--- src/hdl/dbl_pkg.sv ---
package dbl_pkg;

  localparam int MAX_PACK   = 32;
  localparam int HDR_BYTES  = 24;
  localparam int WIDTH_MAX  = 64;
  localparam int VAL_W      = 64;
  localparam int CNT_W      = $clog2(MAX_PACK + 1);
  localparam int HIDX_W     = $clog2(HDR_BYTES);
  localparam int ABITS_W    = $clog2(WIDTH_MAX + 1);

  // header byte boundaries
  localparam int HDR_CNT_END = 4;
  localparam int HDR_WID_END = 8;
  localparam int HDR_MIN_END = 16;

  typedef enum logic [1:0] {
    STATUS_OK        = 2'd0,
    STATUS_COUNT_ERR = 2'd1,
    STATUS_WIDTH_ERR = 2'd2
  } status_t;

  typedef enum logic [4:0] {
    S_IDLE    = 5'b00001,
    S_HDR_END = 5'b00010,
    S_BIT     = 5'b00100,
    S_ADD     = 5'b01000,
    S_EMIT    = 5'b10000
  } state_t;

endpackage

--- src/hdl/delta_bitpack_long_decoder_unit.sv ---
// Channel | Direction | Ports                                        | Handshake
// input   | in        | in_stream_byte[7:0]                          | in_valid / in_ready
// result  | out       | out_value[63:0] signed, out_is_first,        | out_valid / out_ready
//         |           | out_pack_done, out_status[1:0], out_last     |
//
// Steps: each header byte is accepted in the idle state; after the closing header
//   byte, S_HDR_END emits the first value, and a zero-width pack then runs S_ADD and
//   S_EMIT for each value. A delta byte is accepted, then S_BIT shifts in one bit at a
//   time; each completed delta passes S_ADD, where the single shared 64-bit adder runs
//   twice (prev + min_delta, then + delta), and S_EMIT, which loads the result into the
//   output register. The byte that closes a pack stops at its last delta and skips the padding bits.
// Reset: rst_n synchronous, active low; block starts waiting for a header.
// Stalls: one output register; while it is full and out_ready is low, any state
//   that must emit holds. in_ready is high only in the idle state.
module delta_bitpack_long_decoder_unit (
  input  logic                              clk,
  input  logic                              rst_n,
  input  logic                              in_valid,
  output logic                              in_ready,
  input  logic [7:0]                        in_stream_byte,
  output logic                              out_valid,
  input  logic                              out_ready,
  output logic signed [dbl_pkg::VAL_W-1:0]  out_value,
  output logic                              out_is_first,
  output logic                              out_pack_done,
  output logic [1:0]                        out_status,
  output logic                              out_last
);

  dbl_pkg::state_t state_r, state_nxt;
  logic                           phase_r, phase_nxt;      // 1: delta bytes
  logic [dbl_pkg::HIDX_W-1:0]     hdr_idx_r, hdr_idx_nxt;
  logic [31:0]                    count_r, count_nxt;
  logic [31:0]                    width_r, width_nxt;
  logic [dbl_pkg::VAL_W-1:0]      min_delta_r, min_delta_nxt;
  logic [dbl_pkg::VAL_W-1:0]      prev_r, prev_nxt;
  logic [dbl_pkg::VAL_W-1:0]      acc_r, acc_nxt;
  logic [dbl_pkg::ABITS_W-1:0]    abits_r, abits_nxt;
  logic [dbl_pkg::CNT_W-1:0]      cnt_r, cnt_nxt;          // values still to emit
  logic                           zw_r, zw_nxt;            // zero-width fill mode
  logic                           step_r, step_nxt;        // adder pass
  logic [7:0]                     byte_r, byte_nxt;
  logic [2:0]                     bit_idx_r, bit_idx_nxt;

  logic                           out_valid_r, out_valid_nxt;
  logic [dbl_pkg::VAL_W-1:0]      out_value_r, out_value_nxt;
  logic                           out_first_r, out_first_nxt;
  logic                           out_done_r, out_done_nxt;
  dbl_pkg::status_t               out_status_r, out_status_nxt;
  logic                           out_last_r, out_last_nxt;

  logic                           slot_free;
  logic                           in_acc;
  logic                           load;
  logic [dbl_pkg::VAL_W-1:0]      add_b;
  logic [dbl_pkg::VAL_W-1:0]      sum;
  logic [dbl_pkg::ABITS_W-1:0]    width_s;
  logic [dbl_pkg::ABITS_W-1:0]    abits_inc;
  logic                           cur_bit;
  logic                           last_cnt;

  assign in_ready  = (state_r == dbl_pkg::S_IDLE);
  assign in_acc    = in_valid && in_ready;
  assign slot_free = !out_valid_r || out_ready;

  // shared adder: first pass adds min_delta, second adds the unpacked delta
  assign add_b = step_r ? acc_r : min_delta_r;
  assign sum   = prev_r + add_b;

  // width is at most 64 whenever this narrow view is used
  assign width_s   = width_r[dbl_pkg::ABITS_W-1:0];
  assign abits_inc = abits_r + 1'b1;
  assign cur_bit   = byte_r[bit_idx_r];
  assign last_cnt  = (cnt_r == dbl_pkg::CNT_W'(1));

  always_comb begin
    state_nxt      = state_r;
    phase_nxt      = phase_r;
    hdr_idx_nxt    = hdr_idx_r;
    count_nxt      = count_r;
    width_nxt      = width_r;
    min_delta_nxt  = min_delta_r;
    prev_nxt       = prev_r;
    acc_nxt        = acc_r;
    abits_nxt      = abits_r;
    cnt_nxt        = cnt_r;
    zw_nxt         = zw_r;
    step_nxt       = step_r;
    byte_nxt       = byte_r;
    bit_idx_nxt    = bit_idx_r;
    load           = 1'b0;
    out_value_nxt  = out_value_r;
    out_first_nxt  = out_first_r;
    out_done_nxt   = out_done_r;
    out_status_nxt = out_status_r;
    out_last_nxt   = out_last_r;

    case (state_r)
      dbl_pkg::S_IDLE: begin
        if (in_acc) begin
          if (!phase_r) begin
            // big-endian header fields
            if (hdr_idx_r < dbl_pkg::HIDX_W'(dbl_pkg::HDR_CNT_END)) begin
              count_nxt = {count_r[23:0], in_stream_byte};
            end else if (hdr_idx_r < dbl_pkg::HIDX_W'(dbl_pkg::HDR_WID_END)) begin
              width_nxt = {width_r[23:0], in_stream_byte};
            end else if (hdr_idx_r < dbl_pkg::HIDX_W'(dbl_pkg::HDR_MIN_END)) begin
              min_delta_nxt = {min_delta_r[dbl_pkg::VAL_W-9:0], in_stream_byte};
            end else begin
              prev_nxt = {prev_r[dbl_pkg::VAL_W-9:0], in_stream_byte};
            end
            if (hdr_idx_r == dbl_pkg::HIDX_W'(dbl_pkg::HDR_BYTES - 1)) begin
              hdr_idx_nxt = '0;
              state_nxt   = dbl_pkg::S_HDR_END;
            end else begin
              hdr_idx_nxt = hdr_idx_r + 1'b1;
            end
          end else begin
            byte_nxt    = in_stream_byte;
            bit_idx_nxt = 3'd7;
            state_nxt   = dbl_pkg::S_BIT;
          end
        end
      end

      dbl_pkg::S_HDR_END: begin
        if (slot_free) begin
          load          = 1'b1;
          out_value_nxt = prev_r;
          out_first_nxt = 1'b1;
          out_done_nxt  = 1'b0;
          out_status_nxt = dbl_pkg::STATUS_OK;
          out_last_nxt  = 1'b1;
          state_nxt     = dbl_pkg::S_IDLE;
          if (count_r > 32'(dbl_pkg::MAX_PACK)) begin
            out_value_nxt  = '0;
            out_first_nxt  = 1'b0;
            out_done_nxt   = 1'b1;
            out_status_nxt = dbl_pkg::STATUS_COUNT_ERR;
          end else if (width_r > 32'(dbl_pkg::WIDTH_MAX)) begin
            out_value_nxt  = '0;
            out_first_nxt  = 1'b0;
            out_done_nxt   = 1'b1;
            out_status_nxt = dbl_pkg::STATUS_WIDTH_ERR;
          end else if (count_r == '0) begin
            out_done_nxt = 1'b1;
          end else if (width_r == '0) begin
            // all values follow from min_delta alone
            out_last_nxt = 1'b0;
            cnt_nxt      = count_r[dbl_pkg::CNT_W-1:0];
            zw_nxt       = 1'b1;
            step_nxt     = 1'b0;
            state_nxt    = dbl_pkg::S_ADD;
          end else begin
            cnt_nxt   = count_r[dbl_pkg::CNT_W-1:0];
            zw_nxt    = 1'b0;
            phase_nxt = 1'b1;
            acc_nxt   = '0;
            abits_nxt = '0;
          end
        end
      end

      dbl_pkg::S_BIT: begin
        acc_nxt   = {acc_r[dbl_pkg::VAL_W-2:0], cur_bit};
        abits_nxt = abits_inc;
        if (abits_inc >= width_s) begin
          step_nxt  = 1'b0;
          state_nxt = dbl_pkg::S_ADD;
        end else if (bit_idx_r == 3'd0) begin
          state_nxt = dbl_pkg::S_IDLE;
        end else begin
          bit_idx_nxt = bit_idx_r - 1'b1;
        end
      end

      dbl_pkg::S_ADD: begin
        prev_nxt = sum;
        if (zw_r || step_r) begin
          step_nxt  = 1'b0;
          state_nxt = dbl_pkg::S_EMIT;
          if (!zw_r) begin
            acc_nxt   = '0;
            abits_nxt = '0;
          end
        end else begin
          step_nxt = 1'b1;
        end
      end

      dbl_pkg::S_EMIT: begin
        if (slot_free) begin
          load           = 1'b1;
          out_value_nxt  = prev_r;
          out_first_nxt  = 1'b0;
          out_done_nxt   = last_cnt;
          out_status_nxt = dbl_pkg::STATUS_OK;
          cnt_nxt        = cnt_r - 1'b1;
          if (zw_r) begin
            out_last_nxt = last_cnt;
            state_nxt    = last_cnt ? dbl_pkg::S_IDLE : dbl_pkg::S_ADD;
            zw_nxt       = !last_cnt;
          end else begin
            // last of this byte when no further delta fits in the bits left
            out_last_nxt = last_cnt || (width_s > dbl_pkg::ABITS_W'(bit_idx_r));
            if (last_cnt) begin
              phase_nxt = 1'b0;
              state_nxt = dbl_pkg::S_IDLE;
            end else if (bit_idx_r == 3'd0) begin
              state_nxt = dbl_pkg::S_IDLE;
            end else begin
              bit_idx_nxt = bit_idx_r - 1'b1;
              state_nxt   = dbl_pkg::S_BIT;
            end
          end
        end
      end

      default: begin
        state_nxt = dbl_pkg::S_IDLE;
      end
    endcase

    if (load) begin
      out_valid_nxt = 1'b1;
    end else if (out_ready) begin
      out_valid_nxt = 1'b0;
    end else begin
      out_valid_nxt = out_valid_r;
    end
  end

  always_ff @(posedge clk) begin
    if (!rst_n) begin
      state_r     <= dbl_pkg::S_IDLE;
      phase_r     <= 1'b0;
      hdr_idx_r   <= '0;
      count_r     <= '0;
      width_r     <= '0;
      min_delta_r <= '0;
      prev_r      <= '0;
      acc_r       <= '0;
      abits_r     <= '0;
      cnt_r       <= '0;
      zw_r        <= 1'b0;
      step_r      <= 1'b0;
      out_valid_r <= 1'b0;
    end else begin
      state_r     <= state_nxt;
      phase_r     <= phase_nxt;
      hdr_idx_r   <= hdr_idx_nxt;
      count_r     <= count_nxt;
      width_r     <= width_nxt;
      min_delta_r <= min_delta_nxt;
      prev_r      <= prev_nxt;
      acc_r       <= acc_nxt;
      abits_r     <= abits_nxt;
      cnt_r       <= cnt_nxt;
      zw_r        <= zw_nxt;
      step_r      <= step_nxt;
      out_valid_r <= out_valid_nxt;
    end
  end

  // payload, no reset
  always_ff @(posedge clk) begin
    byte_r       <= byte_nxt;
    bit_idx_r    <= bit_idx_nxt;
    out_value_r  <= out_value_nxt;
    out_first_r  <= out_first_nxt;
    out_done_r   <= out_done_nxt;
    out_status_r <= out_status_nxt;
    out_last_r   <= out_last_nxt;
  end

  assign out_valid     = out_valid_r;
  assign out_value     = $signed(out_value_r);
  assign out_is_first  = out_first_r;
  assign out_pack_done = out_done_r;
  assign out_status    = out_status_r;
  assign out_last      = out_last_r;

`ifndef SYNTHESIS
  a_err_result: assert property (@(posedge clk) disable iff (!rst_n)
    out_valid && (out_status_r != dbl_pkg::STATUS_OK)
      |-> out_done_r && out_last_r && !out_first_r && (out_value_r == '0))
    else $error("error result with bad flags");

  a_done_is_last: assert property (@(posedge clk) disable iff (!rst_n)
    out_valid && out_done_r |-> out_last_r)
    else $error("pack end not last of its byte");

  a_delta_count: assert property (@(posedge clk) disable iff (!rst_n)
    phase_r |-> (cnt_r != '0))
    else $error("delta phase with no values left");

  a_no_load_full: assert property (@(posedge clk) disable iff (!rst_n)
    load |-> slot_free)
    else $error("output register overwritten");
`endif

endmodule
--- config.mk ---
export PLATFORM = sky130hd
export DESIGN_NAME = delta_bitpack_long_decoder_unit
export DESIGN_NICKNAME = d
export VERILOG_FILES = /design/src/hdl/dbl_pkg.sv /design/src/hdl/delta_bitpack_long_decoder_unit.sv
export SDC_FILE = /design/constraint.sdc
export NUM_CORES = 1
export LEC_CHECK = 0
export BUFFER_PORTS_ARGS = -buffer_cell sky130_fd_sc_hd__buf_2
export CAP_MARGIN = 20
export CELL_PAD_IN_SITES_DETAIL_PLACEMENT = 1
export CELL_PAD_IN_SITES_GLOBAL_PLACEMENT = 2
export CORE_UTILIZATION = 39
export CTS_CLUSTER_SIZE = 14
export DETAILED_ROUTE_END_ITERATION = 10
export PLACE_DENSITY_LB_ADDON = 0.05
export REMOVE_ABC_BUFFERS = 1
export SYNTH_ARGS = -nofsm -noshare
export SYNTH_HDL_FRONTEND = slang
export SYNTH_SLANG_ARGS = --single-unit
export TNS_END_PERCENT = 20
--- constraint.sdc ---
create_clock -name clk -period 4.21 [get_ports clk]
set_input_delay 0.421 -clock clk [delete_from_list [all_inputs] [get_ports clk]]
set_output_delay 0.421 -clock clk [all_outputs]
set_load 0.02 [all_outputs]
==> impl_metrics.py <==
metrics = {
    "status": {
        "outcome": "finished clean",
    },
    "timing": {
        "fin_ws_ps": 273,
        "period_needed_ps": 3940,
        "fin_crit_sh": 0.935,
        "slew_headroom": 0.336,
        "worst_pin_slew_ps": 994,
        "drv_slew": 0,
        "rsz0062_at_grt": "no",
        "clock-skew-final_ps": 17.7,
        "hold_viol": 0,
        "setup_viol": 0,
        "fmax_mhz": 254,
        "tns_ps": 0,
    },
    "worst_setup_path": {
        "crit_slowest_cell": "a221oi_2",
        "regToRegEndpoint": "prev_r[46]",
        "critPathCaptureType": "flop",
        "critPathKind": "reg -> reg",
        "worst_r2r_path_depth": 12,
        "cp_data_arrival_time_ps": 4410,
        "worstPathMaxFanout": 5,
        "reg2reg_from": "step_r",
        "rrSetupSlack_ps": 270,
        "slowest_delay_ps": 460,
        "crit_chain": "mux2_2 > ha_1 > fa_1 > a21o_1 > a221oi_2 > o31a_1 > o21ai_1 > o2111a_1 > o21ai_2 > nand2_1 > and3_1 > a2111oi_2",
        "worstPathRequired_ps": 4690,
        "crit_path_start_kind": "flop",
    },
    "clock_tree": {
        "clk_latency_ps": 580,
        "cts_resized": 0,
        "path_clk_slew_ps": 60,
        "cts_sinks": 363,
        "hold_buffers": 0,
        "cts_root_buffer": "clkbuf_16",
        "numCtsBuffers": 43,
        "postCtsSetupBuffers": 0,
        "htree_num_levels": 2,
        "cts_tree": "built",
        "cts_buffer_depth": 3,
    },
    "placed_design": {
        "hpwl_mm": 45.5,
        "place_congestion": 0.878,
        "place_ws_ps": 320,
        "place_inst": 2827,
        "port_buffers": 82,
    },
    "worst_hold_path": {
        "min-delay-start": "in_stream_byte[5]",
        "hp-class": "in -> reg",
        "hold-path-endpoint": "min_delta_r[5]",
        "min_path_cells": 3,
    },
    "logic_synthesis": {
        "synth_top_area_cell": "dfxtp_1",
        "yosys_warnings": 0,
        "yosys-top-cells-area": "dfxtp_1 (30%), edfxtp_1 (13%), nand2_1 (7.7%)",
        "synth_cells": 2248,
        "ys_types": 86,
        "synth_top_cell_area_share": 0.296,
        "synth_seq_area_share": 0.421,
        "synth_area_um2": 19200,
        "yosys_register_bits": 363,
        "synth_edf_count": 80,
        "syn_avg_cell_area_um2": 8.52,
        "synth_ff_type": "dfxtp_1",
        "async_flop_share": 0,
    },
    "final_layout": {
        "num-fill-cells": 5642,
        "drive_above_1_share": 0.138,
        "final_core_util": 0.448,
        "nets": 2349,
        "final_cells": 2906,
        "layout_commonest_cell": "nand2_1",
        "n_antenna_cell": 0,
        "mostFrequentLayoutCells": "nand2_1 (391), dfxtp_1 (282), a21oi_1 (267), nor2_1 (187), mux2_2 (89)",
        "area_growth_pct": 12.3,
    },
    "global_route": {
        "grt_overflow_total": 0,
        "first_global_vias": 16700,
        "grt_max_degree": 139,
        "grt_first_pass_wirelength_mm": 99.3,
        "antenna_found_initial": 0,
        "track_usage": 0.256,
    },
    "floorplan": {
        "rows": 80,
        "fp.dieArea_um2": 50000,
        "initial_utilization": 0.399,
        "die_w_um": 224,
        "die_h_um": 224,
        "core_um2": 48000,
        "io_pins": 83,
    },
    "power_and_ir_drop": {
        "pwr-share-clk": 0.440,
        "p_leak_nw": 8.11,
        "intPower_w": 0.00619,
        "swShare": 0.291,
        "pwr-share-seq": 0.428,
        "power_density_nw_per_um2": 406,
        "p_switching_w": 0.00254,
        "max-vdd-ir-drop_uv": 439,
        "power.share.combinational": 0.132,
    },
    "job": {
        "max_cap_violations": 0,
    },
    "drt": {
        "drtIter0Drc": 975,
        "drtPass1Iterations": 5,
        "vias": 16500,
        "drt-vias-per-instance": 5.69,
        "ant_nets": 0,
        "wl_per_cell_um": 21.9,
        "drt-total-wl_mm": 63.7,
        "drc": 0,
    },
}
critical path, delay by kind of cell (launching register included):
kind	cells	cell delay (ps)
muxes	1	350
adders and majority gates	2	620
DFF	1	400
AOI/OAI and AO/OA	7	2060
and+or+nand+nor	2	400
sequential cells by signal, summed over array words and instances (netlist names):
name	count
acc_r	64
min_delta_r	64
out_value	64
prev_r	64
count_r	32
width_r	32
byte_r	8
abits_r	7
cnt_r	6
hdr_idx_r	5
state_r	5
bit_idx_r	3
out_status	2
out_is_first	1
out_last	1
out_pack_done	1
out_valid	1
phase_r	1
step_r	1
zw_r	1
cells in the mapped netlist (all sizes together) (61+ instances only):
library cell and count:
nor2 188, ha 79, nand3 61, o21ai 80
clkbuf 113, a22oi 69, dfxtp 283, edfxtp 80
a21oi 269, nor2b 70, mux2 89, nand2 395
worst max path at each step:
stage          startpoint    endpoint  depth (start not counted)
2_1_floorplan      step_r  prev_r[60]                         12
3_3_place_gp       step_r  prev_r[63]                         13
3_5_place_dp       step_r  prev_r[46]                         12
4_1_cts            step_r  prev_r[46]                         12
5_1_grt            step_r  prev_r[46]                         12
6_report           step_r  prev_r[46]                         12
kinds of logic after synthesis:
kind of cell	Yosys count	share of synthesized area
xor+xnor	60	0.0274
compound gates	592	0.194
mux	104	0.0615
fa+ha+maj	80	0.0527
simple gates	855	0.201
buf+inv	194	0.0422
flops	363	0.421
metal layers:
metal | global-route usage | share of wire
met2 | 0.417 | 0.47
met5 | 0 | 0
met3 | 0.0287 | 0.030
met1 | 0.355 | 0.48
met4 | 0.0798 | 0.026
power by group through the flow:
stage | clock network (W) | logic (W) | registers [W]
2_1_floorplan | 0 | 0.000635 | 0.00383
3_3_place_gp | 0 | 0.00115 | 0.00381
3_5_place_dp | 0 | 0.00117 | 0.00381
4_1_cts | 0.00395 | 0.00118 | 0.00374
5_1_grt | 0.00407 | 0.00127 | 0.00374
6_report | 0.00384 | 0.00115 | 0.00374
cell type report:
cell class              instances  area, µm²  area share
flip-flops and latches        363       8070       0.375
inverters                      36        144     0.00669
well taps                     615        769      0.0358
clock buffers                  64       1330      0.0619
clock inverters                15        128     0.00593
repair buffers                122        756      0.0351
multi-input cells            1691      10300       0.479
stage by stage:
stage                     total power [W]  hold slack, ps  area [µm²]
final                             0.00873             191       21500
after CTS                         0.00886             157       21500
after floorplan                   0.00446             434       18500
after global placement            0.00495             442       20000
after detailed placement          0.00498             448       20100
after global routing              0.00909             188       21500
(Power assumes the default switching activity.)
